===== src/rtl/cdrs_pkg.sv =====
// ----------------------------------------------------------------------------
// CDR stream serializer package
// Shared types, command codes and constants for the serializer block.
// ----------------------------------------------------------------------------
package cdrs_pkg;

  // Width of the write position and alignment origin
  localparam int POS_BITS = 16;
  // Width of the capacity register and of the reported length
  localparam int CAP_BITS = 16;
  localparam int LEN_BITS = 16;
  // Compare width wide enough for position plus chunk and for capacity
  localparam int CMP_W = ((POS_BITS + 1) > (CAP_BITS + 1)) ? (POS_BITS + 1) : (CAP_BITS + 1);
  // Byte counters hold at most eight bytes per chunk
  localparam int CNT_BITS = 4;

  localparam logic [CAP_BITS-1:0] CAPACITY_RESET = '1;
  // Encapsulation header 00 01 00 00, packed so the first byte is lowest
  localparam logic [63:0] HDR_WORD = 64'h0000_0000_0000_0100;

  typedef enum logic [2:0] {
    CMD_BEGIN  = 3'd0,
    CMD_HEADER = 3'd1,
    CMD_BYTE   = 3'd2,
    CMD_WORD32 = 3'd3,
    CMD_WORD64 = 3'd4,
    CMD_FINISH = 3'd5
  } cmd_e;

  typedef enum logic [2:0] {
    ST_IDLE,
    ST_ALIGN,
    ST_PAD_CHK,
    ST_DATA_CHK,
    ST_EMIT,
    ST_REPORT
  } state_t;

  typedef struct packed {
    logic [2:0]  cmd;
    logic [63:0] value;
  } req_t;

  typedef struct packed {
    logic [7:0]          out_byte;
    logic                is_report;
    logic [LEN_BITS-1:0] total_length;
    logic                healthy;
    logic                last;
  } rsp_t;

  // Data length in bytes of a write command
  function automatic logic [CNT_BITS-1:0] cmd_len(input logic [2:0] cmd);
    logic [CNT_BITS-1:0] len;
    unique case (cmd) inside
      CMD_HEADER, CMD_WORD32: len = CNT_BITS'(4);
      CMD_BYTE:               len = CNT_BITS'(1);
      CMD_WORD64:             len = CNT_BITS'(8);
      default:                len = '0;
    endcase
    return len;
  endfunction

endpackage


===== src/rtl/cdr_le_stream_serializer_top.sv =====
// ----------------------------------------------------------------------------
// Little-endian CDR stream serializer
// Turns typed write requests into a CDR byte stream, one byte per response.
// ----------------------------------------------------------------------------
// Usage:
//   Request channel (req_valid / req_stall / req): one command per request,
//   begin, header, byte, aligned word32, aligned word64 or finish. req_stall
//   is high while a request is being worked on; the block takes one request
//   at a time.
//   Response channel (rsp_valid / rsp_stall / rsp): one response per stream
//   byte (zero pad or data, little-endian), or one length report for finish.
//   rsp.last marks the final response of a request; healthy is the ok flag
//   as it stands after the whole request.
//   Configuration (cfg_valid / cfg_ready / cfg_data): writes capacity; write
//   only while the block is idle. cfg_ready is always high.
// Sequencing:
//   A write command is accepted in idle, then passes through align, pad
//   check and data check, the two checks reusing one add-and-compare
//   unit, then emits one byte per cycle while the response slot is free,
//   at most seven pad bytes and a word64; if nothing fits it goes back to
//   idle from data check. Begin and unused codes stay idle; finish uses report.
// Reset:
//   rst clears position and origin, sets ok and restores capacity to 65535.
// Back-pressure:
//   A stalled response holds in the output register; byte emission waits
//   for it to drain. A new request is taken while the last response waits.
// ----------------------------------------------------------------------------
module cdr_le_stream_serializer_top (
  input  logic                          clk,
  input  logic                          rst,
  input  logic                          req_valid,
  output logic                          req_stall,
  input  cdrs_pkg::req_t                req,
  output logic                          rsp_valid,
  input  logic                          rsp_stall,
  output cdrs_pkg::rsp_t                rsp,
  input  logic                          cfg_valid,
  output logic                          cfg_ready,
  input  logic [cdrs_pkg::CAP_BITS-1:0] cfg_data
);
  import cdrs_pkg::*;

  state_t              state, state_next;
  logic [CAP_BITS-1:0] capacity;
  logic [POS_BITS-1:0] pos;
  logic [POS_BITS-1:0] origin;
  logic                ok;
  logic [2:0]          cmd_q;
  logic [63:0]         data_sr;
  logic [CNT_BITS-1:0] pad_left;
  logic [CNT_BITS-1:0] data_left;

  // Shared room check
  logic [CNT_BITS-1:0] fu_len;
  logic [POS_BITS-1:0] fu_sum;
  logic                fu_fits;

  // Control from the sequencer
  logic                slot_free;
  logic                load_rsp;
  rsp_t                rsp_next;
  logic                emit_last;

  // Alignment
  logic [2:0]          rel_lo;
  logic [2:0]          rem;
  logic [CNT_BITS-1:0] align_sz;
  logic [CNT_BITS-1:0] pad_calc;

  assign cfg_ready = 1'b1;
  assign req_stall = (state != ST_IDLE);
  assign slot_free = !rsp_valid || !rsp_stall;

  // Pad length only for aligned words; low bits of the offset suffice
  always_comb begin
    rel_lo   = (pos >= origin) ? (pos[2:0] - origin[2:0]) : 3'd0;
    rem      = (cmd_q == CMD_WORD32) ? {1'b0, rel_lo[1:0]} : rel_lo;
    align_sz = (cmd_q == CMD_WORD32) ? CNT_BITS'(4) : CNT_BITS'(8);
    if ((cmd_q != CMD_WORD32 && cmd_q != CMD_WORD64) || rem == 3'd0) begin
      pad_calc = '0;
    end else begin
      pad_calc = align_sz - CNT_BITS'(rem);
    end
  end

  // Pad chunk first, then data chunk, against the same unit
  assign fu_len = (state == ST_PAD_CHK) ? pad_left : cmd_len(cmd_q);

  cdrs_fit_unit u_fit (
    .pos      (pos),
    .len      (fu_len),
    .capacity (capacity),
    .ok       (ok),
    .sum      (fu_sum),
    .fits     (fu_fits)
  );

  assign emit_last = (pad_left == CNT_BITS'(0) && data_left == CNT_BITS'(1)) ||
                     (pad_left == CNT_BITS'(1) && data_left == CNT_BITS'(0));

  always_ff @(posedge clk) begin
    if (rst) begin
      state <= ST_IDLE;
    end else begin
      state <= state_next;
    end
  end

  always_comb begin
    state_next = state;
    load_rsp   = 1'b0;
    rsp_next   = '0;
    unique case (state)
      ST_IDLE: begin
        if (req_valid) begin
          unique case (req.cmd) inside
            CMD_HEADER, CMD_BYTE, CMD_WORD32, CMD_WORD64: state_next = ST_ALIGN;
            CMD_FINISH:                                   state_next = ST_REPORT;
            default:                                      state_next = ST_IDLE;
          endcase
        end
      end
      ST_ALIGN:   state_next = ST_PAD_CHK;
      ST_PAD_CHK: state_next = ST_DATA_CHK;
      ST_DATA_CHK: begin
        // Nothing to send when both chunks were refused
        state_next = (pad_left != '0 || fu_fits) ? ST_EMIT : ST_IDLE;
      end
      ST_EMIT: begin
        if (slot_free) begin
          load_rsp          = 1'b1;
          rsp_next.out_byte = (pad_left != '0) ? 8'h00 : data_sr[7:0];
          rsp_next.healthy  = ok;
          rsp_next.last     = emit_last;
          if (emit_last) begin
            state_next = ST_IDLE;
          end
        end
      end
      ST_REPORT: begin
        if (slot_free) begin
          load_rsp              = 1'b1;
          rsp_next.is_report    = 1'b1;
          rsp_next.total_length = ok ? LEN_BITS'(pos) : '0;
          rsp_next.healthy      = ok;
          rsp_next.last         = 1'b1;
          state_next            = ST_IDLE;
        end
      end
      default: state_next = ST_IDLE;
    endcase
  end

  // Output register: hold while stalled, drop valid once taken
  always_ff @(posedge clk) begin
    if (rst) begin
      rsp_valid <= 1'b0;
    end else if (load_rsp) begin
      rsp_valid <= 1'b1;
    end else if (!rsp_stall) begin
      rsp_valid <= 1'b0;
    end
  end

  always_ff @(posedge clk) begin
    if (load_rsp) begin
      rsp <= rsp_next;
    end
  end

  // Capacity register
  always_ff @(posedge clk) begin
    if (rst) begin
      capacity <= CAPACITY_RESET;
    end else if (cfg_valid && cfg_ready) begin
      capacity <= cfg_data;
    end
  end

  // Message state: position, origin, ok flag
  always_ff @(posedge clk) begin
    if (rst) begin
      pos    <= '0;
      origin <= '0;
      ok     <= 1'b1;
    end else begin
      unique case (state)
        ST_IDLE: begin
          if (req_valid && req.cmd == CMD_BEGIN) begin
            pos    <= '0;
            origin <= '0;
            ok     <= 1'b1;
          end
        end
        ST_PAD_CHK: begin
          if (pad_left != '0) begin
            ok <= fu_fits;
            if (fu_fits) begin
              pos <= fu_sum;
            end
          end
        end
        ST_DATA_CHK: begin
          ok <= fu_fits;
          if (fu_fits) begin
            pos <= fu_sum;
          end
          // Header moves the origin even after a failure
          if (cmd_q == CMD_HEADER) begin
            origin <= fu_fits ? fu_sum : pos;
          end
        end
        default: ;
      endcase
    end
  end

  // Request latch and byte counters
  always_ff @(posedge clk) begin
    unique case (state)
      ST_IDLE: begin
        if (req_valid) begin
          cmd_q   <= req.cmd;
          data_sr <= (req.cmd == CMD_HEADER) ? HDR_WORD : req.value;
        end
      end
      ST_ALIGN:   pad_left <= pad_calc;
      ST_PAD_CHK: begin
        if (!fu_fits) begin
          pad_left <= '0;
        end
      end
      ST_DATA_CHK: data_left <= fu_fits ? cmd_len(cmd_q) : '0;
      ST_EMIT: begin
        if (slot_free) begin
          if (pad_left != '0) begin
            pad_left <= pad_left - CNT_BITS'(1);
          end else begin
            data_left <= data_left - CNT_BITS'(1);
            data_sr   <= data_sr >> 8;
          end
        end
      end
      default: ;
    endcase
  end

endmodule


===== src/rtl/cdrs_fit_unit.sv =====
// ----------------------------------------------------------------------------
// CDR serializer room check
// Shared adder and compare: does a chunk of len bytes fit after the position.
// ----------------------------------------------------------------------------
module cdrs_fit_unit (
  input  logic [cdrs_pkg::POS_BITS-1:0] pos,
  input  logic [cdrs_pkg::CNT_BITS-1:0] len,
  input  logic [cdrs_pkg::CAP_BITS-1:0] capacity,
  input  logic                          ok,
  output logic [cdrs_pkg::POS_BITS-1:0] sum,
  output logic                          fits
);
  import cdrs_pkg::*;

  localparam logic [CMP_W-1:0] POS_MAX = CMP_W'((64'd1 << POS_BITS) - 64'd1);

  logic [CMP_W-1:0] end_pos;

  always_comb begin
    end_pos = CMP_W'(pos) + CMP_W'(len);
    sum     = end_pos[POS_BITS-1:0];
    fits    = ok && (end_pos <= CMP_W'(capacity)) && (end_pos <= POS_MAX);
  end

endmodule


===== config.mk =====
export PLATFORM = sky130hd
export DESIGN_NAME = cdr_le_stream_serializer_top
export DESIGN_NICKNAME = d
export VERILOG_FILES = /design/src/rtl/cdrs_pkg.sv /design/src/rtl/cdr_le_stream_serializer_top.sv /design/src/rtl/cdrs_fit_unit.sv
export SDC_FILE = /design/constraint.sdc
export NUM_CORES = 1
export LEC_CHECK = 0
export BUFFER_PORTS_ARGS = -buffer_cell sky130_fd_sc_hd__clkbuf_2
export CAP_MARGIN = 20
export CORE_MARGIN = 5
export CORE_UTILIZATION = 57
export CTS_BUF_LIST = sky130_fd_sc_hd__clkbuf_16
export CTS_CLUSTER_DIAMETER = 150
export DETAILED_ROUTE_END_ITERATION = 7
export HOLD_SLACK_MARGIN = 0.1
export PLACE_DENSITY = 0.8
export SYNTH_ARGS = -nofsm -noshare
export SYNTH_HDL_FRONTEND = slang
export SYNTH_SLANG_ARGS = --single-unit

===== constraint.sdc =====
create_clock -name clk -period 5.9 [get_ports clk]
set_input_delay 0.59 -clock clk [delete_from_list [all_inputs] [get_ports clk]]
set_output_delay 0.59 -clock clk [all_outputs]
set_load 0.05 [all_outputs]

==> flow_summary.toml <==
[clock_tree]
cts_htree_levels = 4
tritoncts.num_buffers = 17
clock-sinks = 155
worst_skew_pair.late_latency_ns = 0.42
clk_pin_slew_worst_paths_ns = 0.06
root_buffer = "sky130_fd_sc_hd__clkbuf_16"
cts_max_path_buffers = 2
tritoncts = "yes"
holdBufCountCts = 0

[timing]
finalSetupTns_ns = 0
setup_violations = 0
grt_setup_unrepaired = "false"
worstMarginPinSlew_ns = 0.9634
slew_violations = 0
period_minus_slack_ns = 5.425
achievable_clock_frequency_mhz = 184.3
clock-skew-final_ns = 0.006587
fin_crit_sh = 0.9195
hold_viol = 0
slew-limit-headroom = 0.3555

[route]
route.detailed.drc = 0
via_per_inst = 5.840
remaining_antenna_violation_count_after_routing = 0
drtIter0Drc = 441
drt_wl_total_mm = 17.60
routedWlPerCell_microns = 17.49
via_count = 5875
detailedRoute.firstPassIterationCount = 5

[logic_synthesis]
asyncSetResetFlopFracSynth = 0
synth_largest_type_area_fraction = 0.3887
netlist_top_cells_area = "sky130_fd_sc_hd__edfxtp_1 (39%), sky130_fd_sc_hd__dfxtp_1 (13%), sky130_fd_sc_hd__ha_1 (6.7%)"
ys_ff_latch = 155
synth_fa_ha_area_frac = 0.07177
yosys_most_used_dff = "sky130_fd_sc_hd__edfxtp_1"
synthDominantAreaCellType = "sky130_fd_sc_hd__edfxtp_1"
post_synth_xor_area_fraction = 0.03446
largest_family_of_logic_cells_by_synthesized_area = "compound AO/OA/AOI/OAI gates"
yosys.area_share.simple = 0.1226
netlist-cell-type-count = 70
yosysWarningCount = 0
synthesis.instances = 717
synthesis.nets = 849
synth_compound_gate_area_share = 0.1878
synth_edf_count = 102
synth_mux_area_frac = 0.007780
synth.cell_area_sq_um = 7880
ys_seq_area_frac = 0.5233
postSynthAreaPerCell_sq_um = 10.99

[setup_path]
crit_chain = "nand2b_1, nor2_1, o21ai_0, ha_1, fa_1, a21o_1, a21oi_2, nor2_1, nand3_1, nor2_1, or2_2, ha_1, nand2_1, or3_1, a31o_2, o2111ai_2, a21o_1, a32oi_1, o21ai_1"
cp_num_buf_inv = 0
critical-path-max-stage-delay_ns = 0.49
path_class = "register to register"
crit_top_cell = "sky130_fd_sc_hd__nor2_1"
crit_family = "compound AO/OA/AOI/OAI gates"
timing.critical_path.arrival_ns = 5.49
critical_path.startpoint_type = "register"
setup.worst_path.end_class = "register"
worst_ep_required_time_ns = 5.97
worstPathMaxFanout = 16
critical_path.slowest_cell = "sky130_fd_sc_hd__dfxtp_1"

[grt]
grt_max_degree = 65
globalRoute.totalOverflow = 0
grt_first_pass_wirelength_mm = 28.29
groute.usage.overall = 0.2195
number_of_global_route_vias_before_repair = 5712
number_of_antenna_violations_at_the_first_check_in_global_routing = 0

[place]
post-dp-hpwl_mm = 12.85
dp.cells = 974
placement.io_buffers = 116
globalplace.congestion = 0.9239
placed_cell_area_sq_um = 8548

[final_layout]
antenna_cells_inserted = 0
post_route_cells_drive_above_1_share = 0.2143
layout.cells.most_common = "sky130_fd_sc_hd__clkbuf_2"
syn_to_layout_area_delta_pct = 15.47
most_frequent_cells_in_the_layout = "sky130_fd_sc_hd__clkbuf_2 (116), sky130_fd_sc_hd__edfxtp_1 (102), sky130_fd_sc_hd__nand2_1 (56), sky130_fd_sc_hd__a22o_1 (56), sky130_fd_sc_hd__dfxtp_1 (53)"
post_layout_nonfiller_instances = 1006
fin_util = 0.6632
final_design_area_no_fill_sq_um = 9099
layout.nets = 945

[floorplanning]
die_w_microns = 127.6
die_outline_area_sq_um = 16280
floorplan.die.height_microns = 127.6
core_region_area_sq_um = 13720
io_pins = 118
initial_utilization = 0.5744
fp-row-count = 43

[power]
p_total_mw = 2.634
irDropWorstVdd_mv = 0.2026
leakage_nw = 3.798
p_per_area_nw_per_um2 = 289.5

[worst_hold_path]
holdCritPathClass = "input pin to register"

[flow_run]
drv.max_cap_violation_count = 0

[status]
run_status = "finished, final reports clean"
layer usage:
layer / up-vias / wire [microns] / global-route usage
li1: 2839 / - / -
met1: 2790 / 7407 / 0.2908
met2: 213 / 8404 / 0.3490
met3: 33 / 1389 / 0.05602
met5: - / 0 / 0
met4: 0 / 396 / 0.08427
worst reg2reg max path, cell delays in order, from the launching register on:
cell	delay, ns
sky130_fd_sc_hd__dfxtp_1	0.49
sky130_fd_sc_hd__nand2b_1	0.18
sky130_fd_sc_hd__nor2_1	0.29
sky130_fd_sc_hd__o21ai_0	0.18
sky130_fd_sc_hd__ha_1	0.25
sky130_fd_sc_hd__fa_1	0.42
sky130_fd_sc_hd__a21o_1	0.21
sky130_fd_sc_hd__a21oi_2	0.37
sky130_fd_sc_hd__nor2_1	0.10
sky130_fd_sc_hd__nand3_1	0.13
sky130_fd_sc_hd__nor2_1	0.06
sky130_fd_sc_hd__or2_2	0.28
sky130_fd_sc_hd__ha_1	0.30
sky130_fd_sc_hd__nand2_1	0.07
sky130_fd_sc_hd__or3_1	0.39
sky130_fd_sc_hd__a31o_2	0.25
sky130_fd_sc_hd__o2111ai_2	0.30
sky130_fd_sc_hd__a21o_1	0.33
sky130_fd_sc_hd__a32oi_1	0.07
sky130_fd_sc_hd__o21ai_1	0.39
final timing paths:
path,slack (ns),startpoint,end,cells after the start
max,0.48,state[1],pad_left[1],19
min,0.39,cfg_data[5],capacity[5],3
max reg2reg,0.48,state[1],pad_left[1],19
min reg2reg,0.45,origin[9],origin[9],2
through the flow:
step	hold slack, ns	setup slack (ns)
after global routing	0.3839	0.1606
final	0.3862	0.4752
after detailed placement	0.4391	0.3815
after CTS	0.3763	0.3465
after global placement	0.4327	0.7072
after floorplan	0.4250	1.018
kinds of logic (layout without fill, tap and decap cells):
kind of cell	after synthesis	in the layout
AO/OA/AOI/OAI	197	197
XOR/XNOR	31	31
adder cells (fa/ha/maj)	44	44
buffers and inverters	96	205
flip-flops	155	155
multiplexers	6	6
other	1	1
AND/OR/NAND/NOR	187	187
synth_stat cells (all sizes together) (2+ instances only):
| cell type | number |
|---|---|
| o2111ai | 2 |
| inv | 48 |
| a21o | 4 |
| and2 | 20 |
| o21ai | 33 |
| nand3b | 3 |
| clkbuf | 31 |
| a31oi | 5 |
| xnor2 | 27 |
| dfxtp | 53 |
| nand2b | 7 |
| nand3 | 12 |
| o311ai | 3 |
| o22ai | 4 |
| ha | 42 |
| a31o | 5 |
| or2 | 5 |
| o31ai | 2 |
| o211ai | 16 |
| xor2 | 4 |
| a21oi | 24 |
| nor3 | 13 |
| edfxtp | 102 |
| fa | 2 |
| nor2 | 30 |
| mux2i | 5 |
| a22oi | 6 |
| nand2 | 57 |
| o21bai | 3 |
| and3 | 20 |
| a2111oi | 2 |
| a211oi | 19 |
| o41ai | 4 |
| buf | 16 |
| nand4 | 4 |
| or3 | 3 |
| o21a | 5 |
| nor2b | 5 |
| nor4 | 2 |
| a22o | 56 |
final cells by class:
type	count	area [sq um]
clock buffers	17	425.4
clock inverters	15	125.1
fillers	1032	4621
inverters	49	183.9
multi-input cells	466	3374
flip-flops and latches	155	4124
well taps	180	225.2
repair buffers	124	640.6
state kept, by name, summed over array words and instances (netlist names):
name / flops
capacity: 16
cmd_q: 3
data_left: 4
data_sr: 64
ok: 1
origin: 16
pad_left: 4
pos: 16
rsp: 27
rsp_valid: 1
state: 3
where the power goes:
| group | internal [mW] | switching [mW] | leakage, nW | total (mW) |
|---|---|---|---|---|
| registers | 1.27 | 0.0332 | 1.39 | 1.30 |
| clock network | 0.578 | 0.430 | 0.259 | 1.01 |
| logic | 0.113 | 0.208 | 2.14 | 0.321 |
| total | 1.96 | 0.671 | 3.80 | 2.63 |
repair_timing:
action                     CTS  global route
hold endpoints to repair     0             0
setup endpoints to repair    0             4
setup buffers                0             0
resized for setup            0             1
(Power assumes the default switching activity.)
